**config.mk**
```make
export PLATFORM = sky130hd
export DESIGN_NAME = gregorian_weekday_from_reference
export DESIGN_NICKNAME = d
export VERILOG_FILES = /design/src/hw/rtl/gwr_pkg.sv /design/src/hw/rtl/gwr_day_number.sv /design/src/hw/rtl/gregorian_weekday_from_reference.sv
export SDC_FILE = /design/constraint.sdc
export NUM_CORES = 2
export LEC_CHECK = 0
export CORE_MARGIN = 2
export CORE_UTILIZATION = 40
export DETAILED_ROUTE_END_ITERATION = 16
export DONT_BUFFER_PORTS = 1
export GPL_ROUTABILITY_DRIVEN = 0
export PLACE_DENSITY = 0.5
export SYNTH_ARGS = -nofsm -noshare
export SYNTH_HDL_FRONTEND = slang
export SYNTH_HIERARCHICAL = 1
export SYNTH_SLANG_ARGS = --single-unit
```
**constraint.sdc**
```tcl
create_clock -name clock -period 30.2 [get_ports clock]
set_input_delay 4.53 -clock clock [delete_from_list [all_inputs] [get_ports clock]]
set_output_delay 4.53 -clock clock [all_outputs]
set_load 0.03 [all_outputs]
```
**src/hw/rtl/gwr_pkg.sv**
```systemverilog
// gwr_pkg: widths, constants, calendar tables and shared types for the
// gregorian weekday pipeline; no dependencies
`timescale 1ns / 1ps

package gwr_pkg;

   localparam int YEAR_W  = 14;
   localparam int MONTH_W = 4;
   localparam int DAY_W   = 5;
   localparam int WDAY_W  = 3;
   localparam int DIST_W  = 22;

   localparam int MAX_YEAR = 9999;

   // signed day number, from -1 up to a little above 3.65 million
   localparam int DNUM_W = 24;
   localparam int DIFF_W = DNUM_W + 1;

   localparam int DAYS_PER_YEAR = 365;
   localparam int DAYS_PER_WEEK = 7;
   localparam int CENTURY_DIV   = 25;

   localparam int MSTART_W = 9;
   localparam int LEXTRA_W = 2;

   // divide by 25 through a reciprocal, exact for 12-bit operands
   localparam int DIV25_SHIFT = 20;
   localparam int DIV25_MUL   = (2 ** DIV25_SHIFT + CENTURY_DIV - 1) / CENTURY_DIV;
   localparam int DIV25_MUL_W = 16;
   localparam int DIV25_IN_W  = YEAR_W - 2;
   localparam int PROD25_W    = DIV25_IN_W + DIV25_MUL_W;
   localparam int Q25_W       = PROD25_W - DIV25_SHIFT;

   // divide by 7 through a reciprocal, exact for 24-bit operands
   localparam int DIV7_SHIFT = 26;
   localparam int DIV7_MUL   = (2 ** DIV7_SHIFT + DAYS_PER_WEEK - 1) / DAYS_PER_WEEK;
   localparam int DIV7_MUL_W = 24;
   localparam int PROD7_W    = DNUM_W + DIV7_MUL_W;
   localparam int Q7_W       = PROD7_W - DIV7_SHIFT;

   localparam logic [DIST_W-1:0] DAYS_APART_MAX = {DIST_W{1'b1}};

   localparam int LANE_DEPTH = 6;

   typedef struct packed {
      logic signed [DNUM_W-1:0] num;
      logic [WDAY_W-1:0]        mod7;
   } dnum_type;

   // days before month m in a common year, months 13 to 15 count as february
   function automatic logic [MSTART_W-1:0] month_start(input logic [MONTH_W-1:0] m);
      logic [MSTART_W-1:0] r;
      case (m)
         4'd2:    r = 9'd31;
         4'd3:    r = 9'd59;
         4'd4:    r = 9'd90;
         4'd5:    r = 9'd120;
         4'd6:    r = 9'd151;
         4'd7:    r = 9'd181;
         4'd8:    r = 9'd212;
         4'd9:    r = 9'd243;
         4'd10:   r = 9'd273;
         4'd11:   r = 9'd304;
         4'd12:   r = 9'd334;
         4'd13:   r = 9'd365;
         4'd14:   r = 9'd393;
         4'd15:   r = 9'd421;
         default: r = 9'd0;
      endcase
      return r;
   endfunction

   // elapsed februaries before month m
   function automatic logic [LEXTRA_W-1:0] leap_extra(input logic [MONTH_W-1:0] m);
      logic [LEXTRA_W-1:0] r;
      case (m) inside
         4'd0, 4'd1, 4'd2: r = 2'd0;
         4'd14:            r = 2'd2;
         4'd15:            r = 2'd3;
         default:          r = 2'd1;
      endcase
      return r;
   endfunction

endpackage

```
**src/hw/rtl/gwr_day_number.sv**
```systemverilog
// gwr_day_number: six-stage pipeline turning one date into its day number
// and the day number's residue modulo 7; uses gwr_pkg
`timescale 1ns / 1ps

module gwr_day_number (
   input  logic                          clock,
   input  logic                          enable,
   input  logic [gwr_pkg::YEAR_W-1:0]    year,
   input  logic [gwr_pkg::MONTH_W-1:0]   month,
   input  logic [gwr_pkg::DAY_W-1:0]     day,
   output gwr_pkg::dnum_type             result
);

   localparam int YW = gwr_pkg::YEAR_W;
   localparam int XW = gwr_pkg::DIV25_IN_W;
   localparam int PW = gwr_pkg::PROD25_W;
   localparam int QW = gwr_pkg::Q25_W;
   localparam int NW = gwr_pkg::DNUM_W;
   localparam int P365_W = YW + 9;

   // stage 1: saturate year, elapsed years
   logic [YW-1:0]                  s1_p_ff,     s1_p_in;
   logic [YW-1:0]                  s1_y_ff,     s1_y_in;
   logic [gwr_pkg::MONTH_W-1:0]    s1_month_ff;
   logic [gwr_pkg::DAY_W-1:0]      s1_day_ff;

   // stage 2: reciprocal products for the divisions by 25
   logic [PW-1:0]                  s2_pp4_ff,   s2_pp4_in;
   logic [PW-1:0]                  s2_pp16_ff,  s2_pp16_in;
   logic [PW-1:0]                  s2_py4_ff,   s2_py4_in;
   logic [PW-1:0]                  s2_py16_ff,  s2_py16_in;
   logic [YW-1:0]                  s2_p_ff;
   logic [YW-1:0]                  s2_y_ff;
   logic [gwr_pkg::MONTH_W-1:0]    s2_month_ff;
   logic [gwr_pkg::DAY_W-1:0]      s2_day_ff;

   // stage 3: leap flag and year terms
   logic                           s3_leap_ff,  s3_leap_in;
   logic [QW-1:0]                  s3_q100_ff,  s3_q100_in;
   logic [QW-1:0]                  s3_q400_ff,  s3_q400_in;
   logic [P365_W-1:0]              s3_p365_ff,  s3_p365_in;
   logic [XW-1:0]                  s3_p4_ff,    s3_p4_in;
   logic [gwr_pkg::MONTH_W-1:0]    s3_month_ff;
   logic [gwr_pkg::DAY_W-1:0]      s3_day_ff;

   // stage 4: day number
   logic signed [NW-1:0]           s4_num_ff,   s4_num_in;

   // stage 5: reciprocal product for modulo 7
   logic [gwr_pkg::PROD7_W-1:0]    s5_prod_ff,  s5_prod_in;
   logic [NW-1:0]                  s5_mm_ff,    s5_mm_in;
   logic signed [NW-1:0]           s5_num_ff;

   // stage 6: residue
   gwr_pkg::dnum_type              s6_res_ff,   s6_res_in;

   logic [XW-1:0]                  y4_q, y16_q;
   logic [QW-1:0]                  qy4, qy16;
   logic [gwr_pkg::Q7_W-1:0]       q7;

   always_comb begin
      s1_y_in = year;
      if (32'(year) > gwr_pkg::MAX_YEAR) begin
         s1_y_in = YW'(gwr_pkg::MAX_YEAR);
      end
      s1_p_in = (s1_y_in == '0) ? '0 : s1_y_in - YW'(1);
   end

   always_comb begin
      s2_pp4_in  = PW'(XW'(s1_p_ff >> 2)) * PW'(gwr_pkg::DIV25_MUL);
      s2_pp16_in = PW'(XW'(s1_p_ff >> 4)) * PW'(gwr_pkg::DIV25_MUL);
      s2_py4_in  = PW'(XW'(s1_y_ff >> 2)) * PW'(gwr_pkg::DIV25_MUL);
      s2_py16_in = PW'(XW'(s1_y_ff >> 4)) * PW'(gwr_pkg::DIV25_MUL);
   end

   always_comb begin
      y4_q       = XW'(s2_y_ff >> 2);
      y16_q      = XW'(s2_y_ff >> 4);
      qy4        = s2_py4_ff[PW-1:gwr_pkg::DIV25_SHIFT];
      qy16       = s2_py16_ff[PW-1:gwr_pkg::DIV25_SHIFT];
      s3_q100_in = s2_pp4_ff[PW-1:gwr_pkg::DIV25_SHIFT];
      s3_q400_in = s2_pp16_ff[PW-1:gwr_pkg::DIV25_SHIFT];
      s3_leap_in = ((s2_y_ff[1:0] == 2'b00) &&
                    (y4_q != XW'(XW'(qy4) * XW'(gwr_pkg::CENTURY_DIV)))) ||
                   ((s2_y_ff[3:0] == 4'b0000) &&
                    (y16_q == XW'(XW'(qy16) * XW'(gwr_pkg::CENTURY_DIV))));
      s3_p365_in = P365_W'(s2_p_ff) * P365_W'(gwr_pkg::DAYS_PER_YEAR);
      s3_p4_in   = XW'(s2_p_ff >> 2);
   end

   always_comb begin
      s4_num_in = $signed(NW'(s3_p365_ff)) + $signed(NW'(s3_p4_ff))
                - $signed(NW'(s3_q100_ff)) + $signed(NW'(s3_q400_ff))
                + $signed(NW'(gwr_pkg::month_start(s3_month_ff)))
                + (s3_leap_ff ? $signed(NW'(gwr_pkg::leap_extra(s3_month_ff))) : '0)
                + $signed(NW'(s3_day_ff)) - NW'(1);
   end

   always_comb begin
      s5_mm_in   = NW'(s4_num_ff + NW'(gwr_pkg::DAYS_PER_WEEK));
      s5_prod_in = gwr_pkg::PROD7_W'(s5_mm_in) * gwr_pkg::PROD7_W'(gwr_pkg::DIV7_MUL);
   end

   always_comb begin
      q7             = s5_prod_ff[gwr_pkg::PROD7_W-1:gwr_pkg::DIV7_SHIFT];
      s6_res_in.num  = s5_num_ff;
      s6_res_in.mod7 = gwr_pkg::WDAY_W'(s5_mm_ff - NW'(NW'(q7) * NW'(gwr_pkg::DAYS_PER_WEEK)));
   end

   always_ff @(posedge clock) begin
      if (enable) begin
         s1_p_ff     <= s1_p_in;
         s1_y_ff     <= s1_y_in;
         s1_month_ff <= month;
         s1_day_ff   <= day;

         s2_pp4_ff   <= s2_pp4_in;
         s2_pp16_ff  <= s2_pp16_in;
         s2_py4_ff   <= s2_py4_in;
         s2_py16_ff  <= s2_py16_in;
         s2_p_ff     <= s1_p_ff;
         s2_y_ff     <= s1_y_ff;
         s2_month_ff <= s1_month_ff;
         s2_day_ff   <= s1_day_ff;

         s3_leap_ff  <= s3_leap_in;
         s3_q100_ff  <= s3_q100_in;
         s3_q400_ff  <= s3_q400_in;
         s3_p365_ff  <= s3_p365_in;
         s3_p4_ff    <= s3_p4_in;
         s3_month_ff <= s2_month_ff;
         s3_day_ff   <= s2_day_ff;

         s4_num_ff   <= s4_num_in;

         s5_prod_ff  <= s5_prod_in;
         s5_mm_ff    <= s5_mm_in;
         s5_num_ff   <= s4_num_ff;

         s6_res_ff   <= s6_res_in;
      end
   end

   assign result = s6_res_ff;

endmodule

```
**src/hw/rtl/gregorian_weekday_from_reference.sv**
```systemverilog
// gregorian_weekday_from_reference: top level, two day-number lanes and the
// distance and weekday output stage; uses gwr_pkg and gwr_day_number
`timescale 1ns / 1ps

// Every transfer carries two dates and the weekday of the first. The result
// (absolute day distance and weekday of the second date) passes through six
// stages in each day-number lane (year saturation, reciprocal divides by 25,
// leap and year terms, day sum, reciprocal divide by 7, residue) and one
// output register. One request is taken every cycle while req_stall is
// low. While a result sits in the output register under rsp_stall, the
// whole pipeline holds and req_stall is raised. No reset of the datapath
// is needed; reset only clears the valid bits.

module gregorian_weekday_from_reference (
   input  logic                          clock,
   input  logic                          reset,
   input  logic                          req_valid,
   output logic                          req_stall,
   input  logic [gwr_pkg::YEAR_W-1:0]    req_first_year,
   input  logic [gwr_pkg::MONTH_W-1:0]   req_first_month,
   input  logic [gwr_pkg::DAY_W-1:0]     req_first_day,
   input  logic [gwr_pkg::YEAR_W-1:0]    req_second_year,
   input  logic [gwr_pkg::MONTH_W-1:0]   req_second_month,
   input  logic [gwr_pkg::DAY_W-1:0]     req_second_day,
   input  logic [gwr_pkg::WDAY_W-1:0]    req_first_weekday,
   output logic                          rsp_valid,
   input  logic                          rsp_stall,
   output logic [gwr_pkg::DIST_W-1:0]    rsp_days_apart,
   output logic [gwr_pkg::WDAY_W-1:0]    rsp_second_weekday
);

   localparam int DEPTH = gwr_pkg::LANE_DEPTH;
   localparam int WW    = gwr_pkg::WDAY_W;
   localparam int DW    = gwr_pkg::DIFF_W;

   logic                          enable;
   logic [DEPTH-1:0]              valid_ff, valid_in;
   logic [WW-1:0]                 wday_ff [DEPTH];
   logic [WW-1:0]                 wday_in;
   gwr_pkg::dnum_type             first_res, second_res;

   logic                          rsp_valid_ff, rsp_valid_in;
   logic [gwr_pkg::DIST_W-1:0]    rsp_dist_ff,  rsp_dist_in;
   logic [WW-1:0]                 rsp_wday_ff,  rsp_wday_in;

   logic signed [DW-1:0]          diff;
   logic [DW-1:0]                 abs_diff;
   logic signed [WW+1:0]          wsum;

   assign enable    = !(rsp_valid_ff && rsp_stall);
   assign req_stall = !enable;

   gwr_day_number u_first (
      .clock  (clock),
      .enable (enable),
      .year   (req_first_year),
      .month  (req_first_month),
      .day    (req_first_day),
      .result (first_res)
   );

   gwr_day_number u_second (
      .clock  (clock),
      .enable (enable),
      .year   (req_second_year),
      .month  (req_second_month),
      .day    (req_second_day),
      .result (second_res)
   );

   always_comb begin
      wday_in  = (req_first_weekday == WW'(gwr_pkg::DAYS_PER_WEEK)) ? '0 : req_first_weekday;
      valid_in = {valid_ff[DEPTH-2:0], req_valid};
   end

   // distance, saturation and weekday shift
   always_comb begin
      diff = DW'(second_res.num) - DW'(first_res.num);
      abs_diff = (diff < 0) ? DW'(-diff) : DW'(diff);
      if (abs_diff > DW'(gwr_pkg::DAYS_APART_MAX)) begin
         rsp_dist_in = gwr_pkg::DAYS_APART_MAX;
      end else begin
         rsp_dist_in = gwr_pkg::DIST_W'(abs_diff);
      end
      wsum = $signed({2'b00, wday_ff[DEPTH-1]}) + $signed({2'b00, second_res.mod7})
           - $signed({2'b00, first_res.mod7});
      if (wsum < 0) begin
         wsum = wsum + (WW+2)'(gwr_pkg::DAYS_PER_WEEK);
      end else if (wsum >= (WW+2)'(gwr_pkg::DAYS_PER_WEEK)) begin
         wsum = wsum - (WW+2)'(gwr_pkg::DAYS_PER_WEEK);
      end
      rsp_wday_in  = WW'(wsum);
      rsp_valid_in = valid_ff[DEPTH-1];
   end

   always_ff @(posedge clock) begin
      if (reset) begin
         valid_ff     <= '0;
         rsp_valid_ff <= 1'b0;
      end else if (enable) begin
         valid_ff     <= valid_in;
         rsp_valid_ff <= rsp_valid_in;
      end
   end

   always_ff @(posedge clock) begin
      if (enable) begin
         wday_ff[0] <= wday_in;
         for (int i = 1; i < DEPTH; i++) begin
            wday_ff[i] <= wday_ff[i-1];
         end
         rsp_dist_ff <= rsp_dist_in;
         rsp_wday_ff <= rsp_wday_in;
      end
   end

   assign rsp_valid          = rsp_valid_ff;
   assign rsp_days_apart     = rsp_dist_ff;
   assign rsp_second_weekday = rsp_wday_ff;

endmodule

```
== Yosys cells after proc, flatten, opt, wreduce, memory -nomap -nowiden ==
Memory sizes are Yosys's and may differ from the RTL's. A register that Yosys moved wholly into a read port is not among the register bits.
Index checks and enable logic that the tools add are counted.

* Register bits: 754
* Latch bits: 0
* RAM bits: 18
* ROM bits: 288
* Input bits: 53
* Output and inout bits: 27
* Logic and storage cells: 154
* Memories: 3

{| class="wikitable"
|+ Memory list
! name !! depth !! bits a word !! rd ports !! clocked after Yosys merged registers in !! wr ports !! line !! text
|-
| (name not given) || 16 || 9 || 1 || 1 || 0 || gwr_pkg.sv:53 || <nowiki>case (m)</nowiki>
|-
| (name not given) || 16 || 9 || 1 || 1 || 0 || gwr_pkg.sv:53 ||
|-
| wday_ff || 6 || 3 || 6 || 0 || 6 || gregorian_weekday_from_reference.sv:38 || <nowiki>logic [WW-1:0] wday_ff [DEPTH];</nowiki>
|}

* $add $sub $neg: 26
* Multiply operators: 18
* Div/mod/pow operators: 0
* Magnitude comparators: 6
* Equal/unequal tests: 13
* Shift-type cells: 0
* Mux-type cells: 17
* Bitwise gates (word level): 0
* Reductions and logical operators: 17

{| class="wikitable"
|+ Operators by type and width
! kind !! count
|-
| $mul 12x13->25 const B || 4
|-
| $mul 24x24->48 const B || 2
|-
| $mul 10x13->23 const B || 4
|-
| $add 23x12->24 || 2
|-
| $add 24x24->24 || 2
|-
| $add 24x4->24 const B || 2
|-
| $add 24x5->24 || 2
|-
| $add 24x8->24 || 2
|-
| $add 24x9->24 || 2
|-
| $mul 8x5->12 const B || 4
|-
| $sub 24x1->24 const B || 2
|-
| $sub 24x8->24 || 2
|-
| $mul 14x9->23 const B || 2
|-
| $mul 22x3->3 const B || 2
|-
| $gt 14x14->1 const B || 2
|-
| $logic_not 14->1 || 2
|-
| $mux 14 || 2
|-
| $sub 14x1->14 const B || 2
|-
| $gt 25x22->1 const B || 1
|-
| $lt 25x1->1 const B || 1
|-
| $mux 25 || 1
|-
| $neg 25->25 || 1
|-
| $sub 24x24->25 || 1
|-
| $eq 10x12->1 || 2
|-
| other kinds (21) || 48
|}

== Depth between registers and ports, before layout ==
* Word-level depth: 8
* Mapped depth: 28

== Cells and area by module ==
Netlist, hierarchy kept.

{| class="wikitable"
|+ By module, submodules not included
! module !! instances !! cells an instance !! area each (um^2)
|-
| gwr_day_number at u_first || 1 || 2,243 || 25,733.4
|-
| gwr_day_number at u_second || 1 || 2,243 || 25,643.3
|-
| gregorian_weekday_from_reference || 1 || 485 || 4,430.5
|}

== Least setup slack after synthesis ==
No wires, ideal clock.

* Path kind: input -> output
* Start point: input port rsp_stall
* End point: output port req_stall
* Arrival: 20.645 ns
* Data required time: 25.670 ns
* Setup slack: 5.025 ns
* Stages on the path: 2
* Path through: nand2_1 -> clkinv_1

* Longest elaborated chain between the ends: 1

{| class="wikitable"
|+ Ends and longest elaborated chain
! item !! line !! text
|-
| from (decl) || gregorian_weekday_from_reference.sv:27 || <nowiki>input logic rsp_stall,</nowiki>
|-
| $logic_and 1x1->1 || gregorian_weekday_from_reference.sv:50 || <nowiki>assign enable = !(rsp_valid_ff && rsp_stall);</nowiki>
|-
| to (decl) || gregorian_weekday_from_reference.sv:18 || <nowiki>output logic req_stall,</nowiki>
|}

Every way passes these cells.

== Worst setup path in the final report ==
Ends and elaborated chain as after synthesis.

==> reports/results.md <==
| Metric | This run |
|:---|:---|
| Number of I/O port buffers | 0 |
| Total length of routed met2 wires | 52700 µm |
| TritonCTS clock tree | yes |
| Count of pins on the block boundary | 80 |
| Top_reg_cell synth | edfxtp_1 |
| Register area share after synthesis | 0.293 |
| Result of the run | finished clean |
| Number of nets in the layout | 6714 |
| Core region area | 139000 µm² |
| Peak fanout along the critical path | 36 |
| Synth Area per Inst | 11.2 µm² |
| Timing-limited maximum frequency | 100 MHz |
| CP bufs+invs | 1 |
| Hold path cells | 0 |
| Minimum clock period after layout | 9.97 ns |
| Share of cells above drive strength 1 | 0.0422 |
| Hold bufs inserted after CTS | 0 |
| Post-synthesis cell area | 55800 µm² |
| Number of antenna violations at the first check in global routing | 6 |
| Area growth, synth to finish | 8.56% |
| Slew of the pin with the lowest slew margin | 1.17 ns |
| # setup viols final | 0 |
| Depth of the CTS H-tree | 3 |
| GRT overflow | 0 |
| Clk_lat worst skew | 0.66 ns |
| Cell type with the highest aggregate area in the netlist | edfxtp_1 |
| All-layer global routing usage | 0.164 |
| Synthesized netlist cell count | 4971 |
| Met1 wire length | 54400 µm |
| Period utilisation layout | 0.330 |
| Met3 Wirelength | 3110 µm |
| First DRT Iteration DRCs | 1291 |
| Proportion of register bits with asynchronous set or reset after synthesis | 0 |
| Post-CTS Setup Inserts | 0 |
| Cell at the slowest stage of the critical path | clkinv_1 |
| Clock buffers created by TritonCTS | 72 |
| Number of filler instances in the final layout | 13093 |
| Post-route ant nets | 0 |
| Worst reg2reg path depth | 26 |
| Cell depth of the worst setup path | 2 |
| FF/Latch Area | 16300 µm² |
| Placement Rows | 137 |
| Number of global-route vias before repair | 34592 |
| CTS Root Cell | clkbuf_16 |
| Commonest cells in the netlist | 1159 x inv_1, 1057 x ha_1, 566 x fa_1 |
| Initial core utilization | 0.401 |
| Die span in x | 378 µm |
| Number of synthesized flops with an enable pin | 527 |
| Unrepaired setup endpoints after global routing | no |
| Avg WL per Cell | 16.1 µm |
| Area contributors post-synth | edfxtp_1 28%, ha_1 24%, fa_1 20% |
| Number of clock sinks seen by CTS | 552 |
| Total area of multi-input combinational cells | 34900 µm² |
| Slowest stage delay, CP | 0.52 ns |
| Drt total wl | 112000 µm |
| Number of synthesized register bits | 552 |
| Half-perimeter wire length after placement | 93100 µm |
| Critical path class | in2out |
| Min-Delay Path Class | reg2reg |
| Total of max-cap violations | 0 |
| Sort of element at the start of the critical path | primary input |
| Data required time of the critical path | 25.67 ns |
| Drt drc | 0 |
| Die H | 378 µm |
| DR pass1 iterations | 6 |
| Reg2reg setup slack | 21.98 ns |
| CTS Buffer Depth | 3 |
| Critical path's top delay family | buffers and inverters |
| Data arrival time at the worst-slack endpoint | 5.44 ns |
| Area of the die | 143000 µm² |
| Skew final | 0.0305 ns |
| Pin count of the biggest net entering global routing | 195 |
| Clock slew at the register clock pins of the worst setup and hold paths | 0.05 ns |
| Max-slew violation count | 0 |
| Wire length of the first global-routing pass | 184000 µm |
| Setup TNS Final | 0 ns |
| Final-report hold violation count | 0 |
| Yosys cell types | 101 |
| Top routing layer in use | met5 |
| Yosys top cell area share | 0.284 |
| Routed vias/inst | 4.74 |
| Worst slew margin | 0.211 |
| Category of the worst setup path capture point | primary output |
| Most numerous cell in the Yosys netlist | inv_1 |
| Net count of the mapped netlist | 6647 |
| Via total after detailed routing | 33074 |
| Sequence of cells on the critical path | nand2_4 > clkinv_1 |
| Antenna diode count | 0 |
| Post-cts sizing count | 0 |
| Total number of yosys warnings | 6 |
[worst register-to-register path: cells and delay by family, from the launching register on]
family | cells | cell delay [ns]
AOI/OAI and AO/OA | 5 | 1.74
xor gates and xnor gates | 2 | 0.68
adders and majority gates | 9 | 3.59
buffers and inverters | 3 | 0.34
DFF | 1 | 0.42
and+or+nand+nor | 7 | 1.20
[placed cells by master, fill, tap and decap left out, types with 15 or more instances in the layout]
cell type / n
nand2_1: 147
a31oi_1: 21
nor3_1: 38
nand4_1: 28
buf_4: 30
fa_1: 566
nand3_1: 64
xor2_1: 90
nor2_1: 181
a21oi_1: 159
o21ai_2: 22
clkbuf_16: 73
nor4_1: 15
xnor2_1: 229
and3_1: 27
a21o_1: 57
o21bai_1: 20
inv_1: 1159
o21a_1: 44
dfxtp_1: 25
nand2b_1: 28
a211oi_1: 22
or3_1: 17
nor2b_1: 35
and2_1: 19
o21ai_0: 105
ha_1: 1057
edfxtp_1: 527
[cell families after synthesis]
family,synth area share
adders and majority gates,0.440
buffers and inverters,0.0817
and+or+nand+nor,0.0600
AOI/OAI and AO/OA,0.0713
DFF,0.293
xor gates and xnor gates,0.0504
muxes,0.00415
[final timing paths]
check,from,to
max,rsp_stall,req_stall
min,u_second/s1_p_ff[0]$_SDFFCE_PN0P_,u_second/s2_p_ff[0]$_DFFE_PP_
max reg2reg,u_second/s4_num_ff[0]$_DFFE_PP_,u_second/s5_prod_ff[28]$_DFFE_PP_
min reg2reg,u_second/s1_p_ff[0]$_SDFFCE_PN0P_,u_second/s2_p_ff[0]$_DFFE_PP_
[sequential cells by signal, summed over array words and instances, names as in the netlist, 18 cells and up, named ones only]
name / cells
u_first/s3_p365_ff: 23
u_second/s3_p365_ff: 23
u_first/s5_num_ff: 24
u_second/result: 27
u_first/result: 27
u_first/s4_num_ff: 24
u_second/s4_num_ff: 24
wday_ff: 18
u_second/s5_num_ff: 24
rsp_days_apart: 22
[layout make-up]
type                    instances  share of cell area
multi-input cells            3220               0.577
flip-flops and latches        552               0.269
inverters                    1160              0.0719
well taps                    1876              0.0387
clock buffers                  89              0.0315
clock inverters                42             0.00733
repair buffers                 32             0.00438
[through the flow]
step / hold WS (ns) / util / instance area [µm²] / cells / setup slack, ns
6_report: 0.407 / 0.436 / 60600 / 6971 / 20.23
5_1_grt: 0.412 / 0.436 / 60600 / 6971 / 20.09
4_1_cts: 0.402 / 0.436 / 60600 / 6971 / 20.18
3_5_place_dp: 0.405 / 0.419 / 58200 / 6840 / 20.18
3_3_place_gp: 0.401 / 0.419 / 58200 / 6840 / 20.22
2_1_floorplan: 0.400 / - / 55800 / 4971 / 5.03
[routing by layer]
layer / vias to the layer above / global-route usage
met5: - / 0
met4: 6 / 0.0334
met3: 111 / 0.0234
met2: 332 / 0.275
met1: 15889 / 0.225
li1: 16736 / -
Power is not shown: default switching activity piles up to over one toggle a cycle in this logic, so the estimate is an artifact.
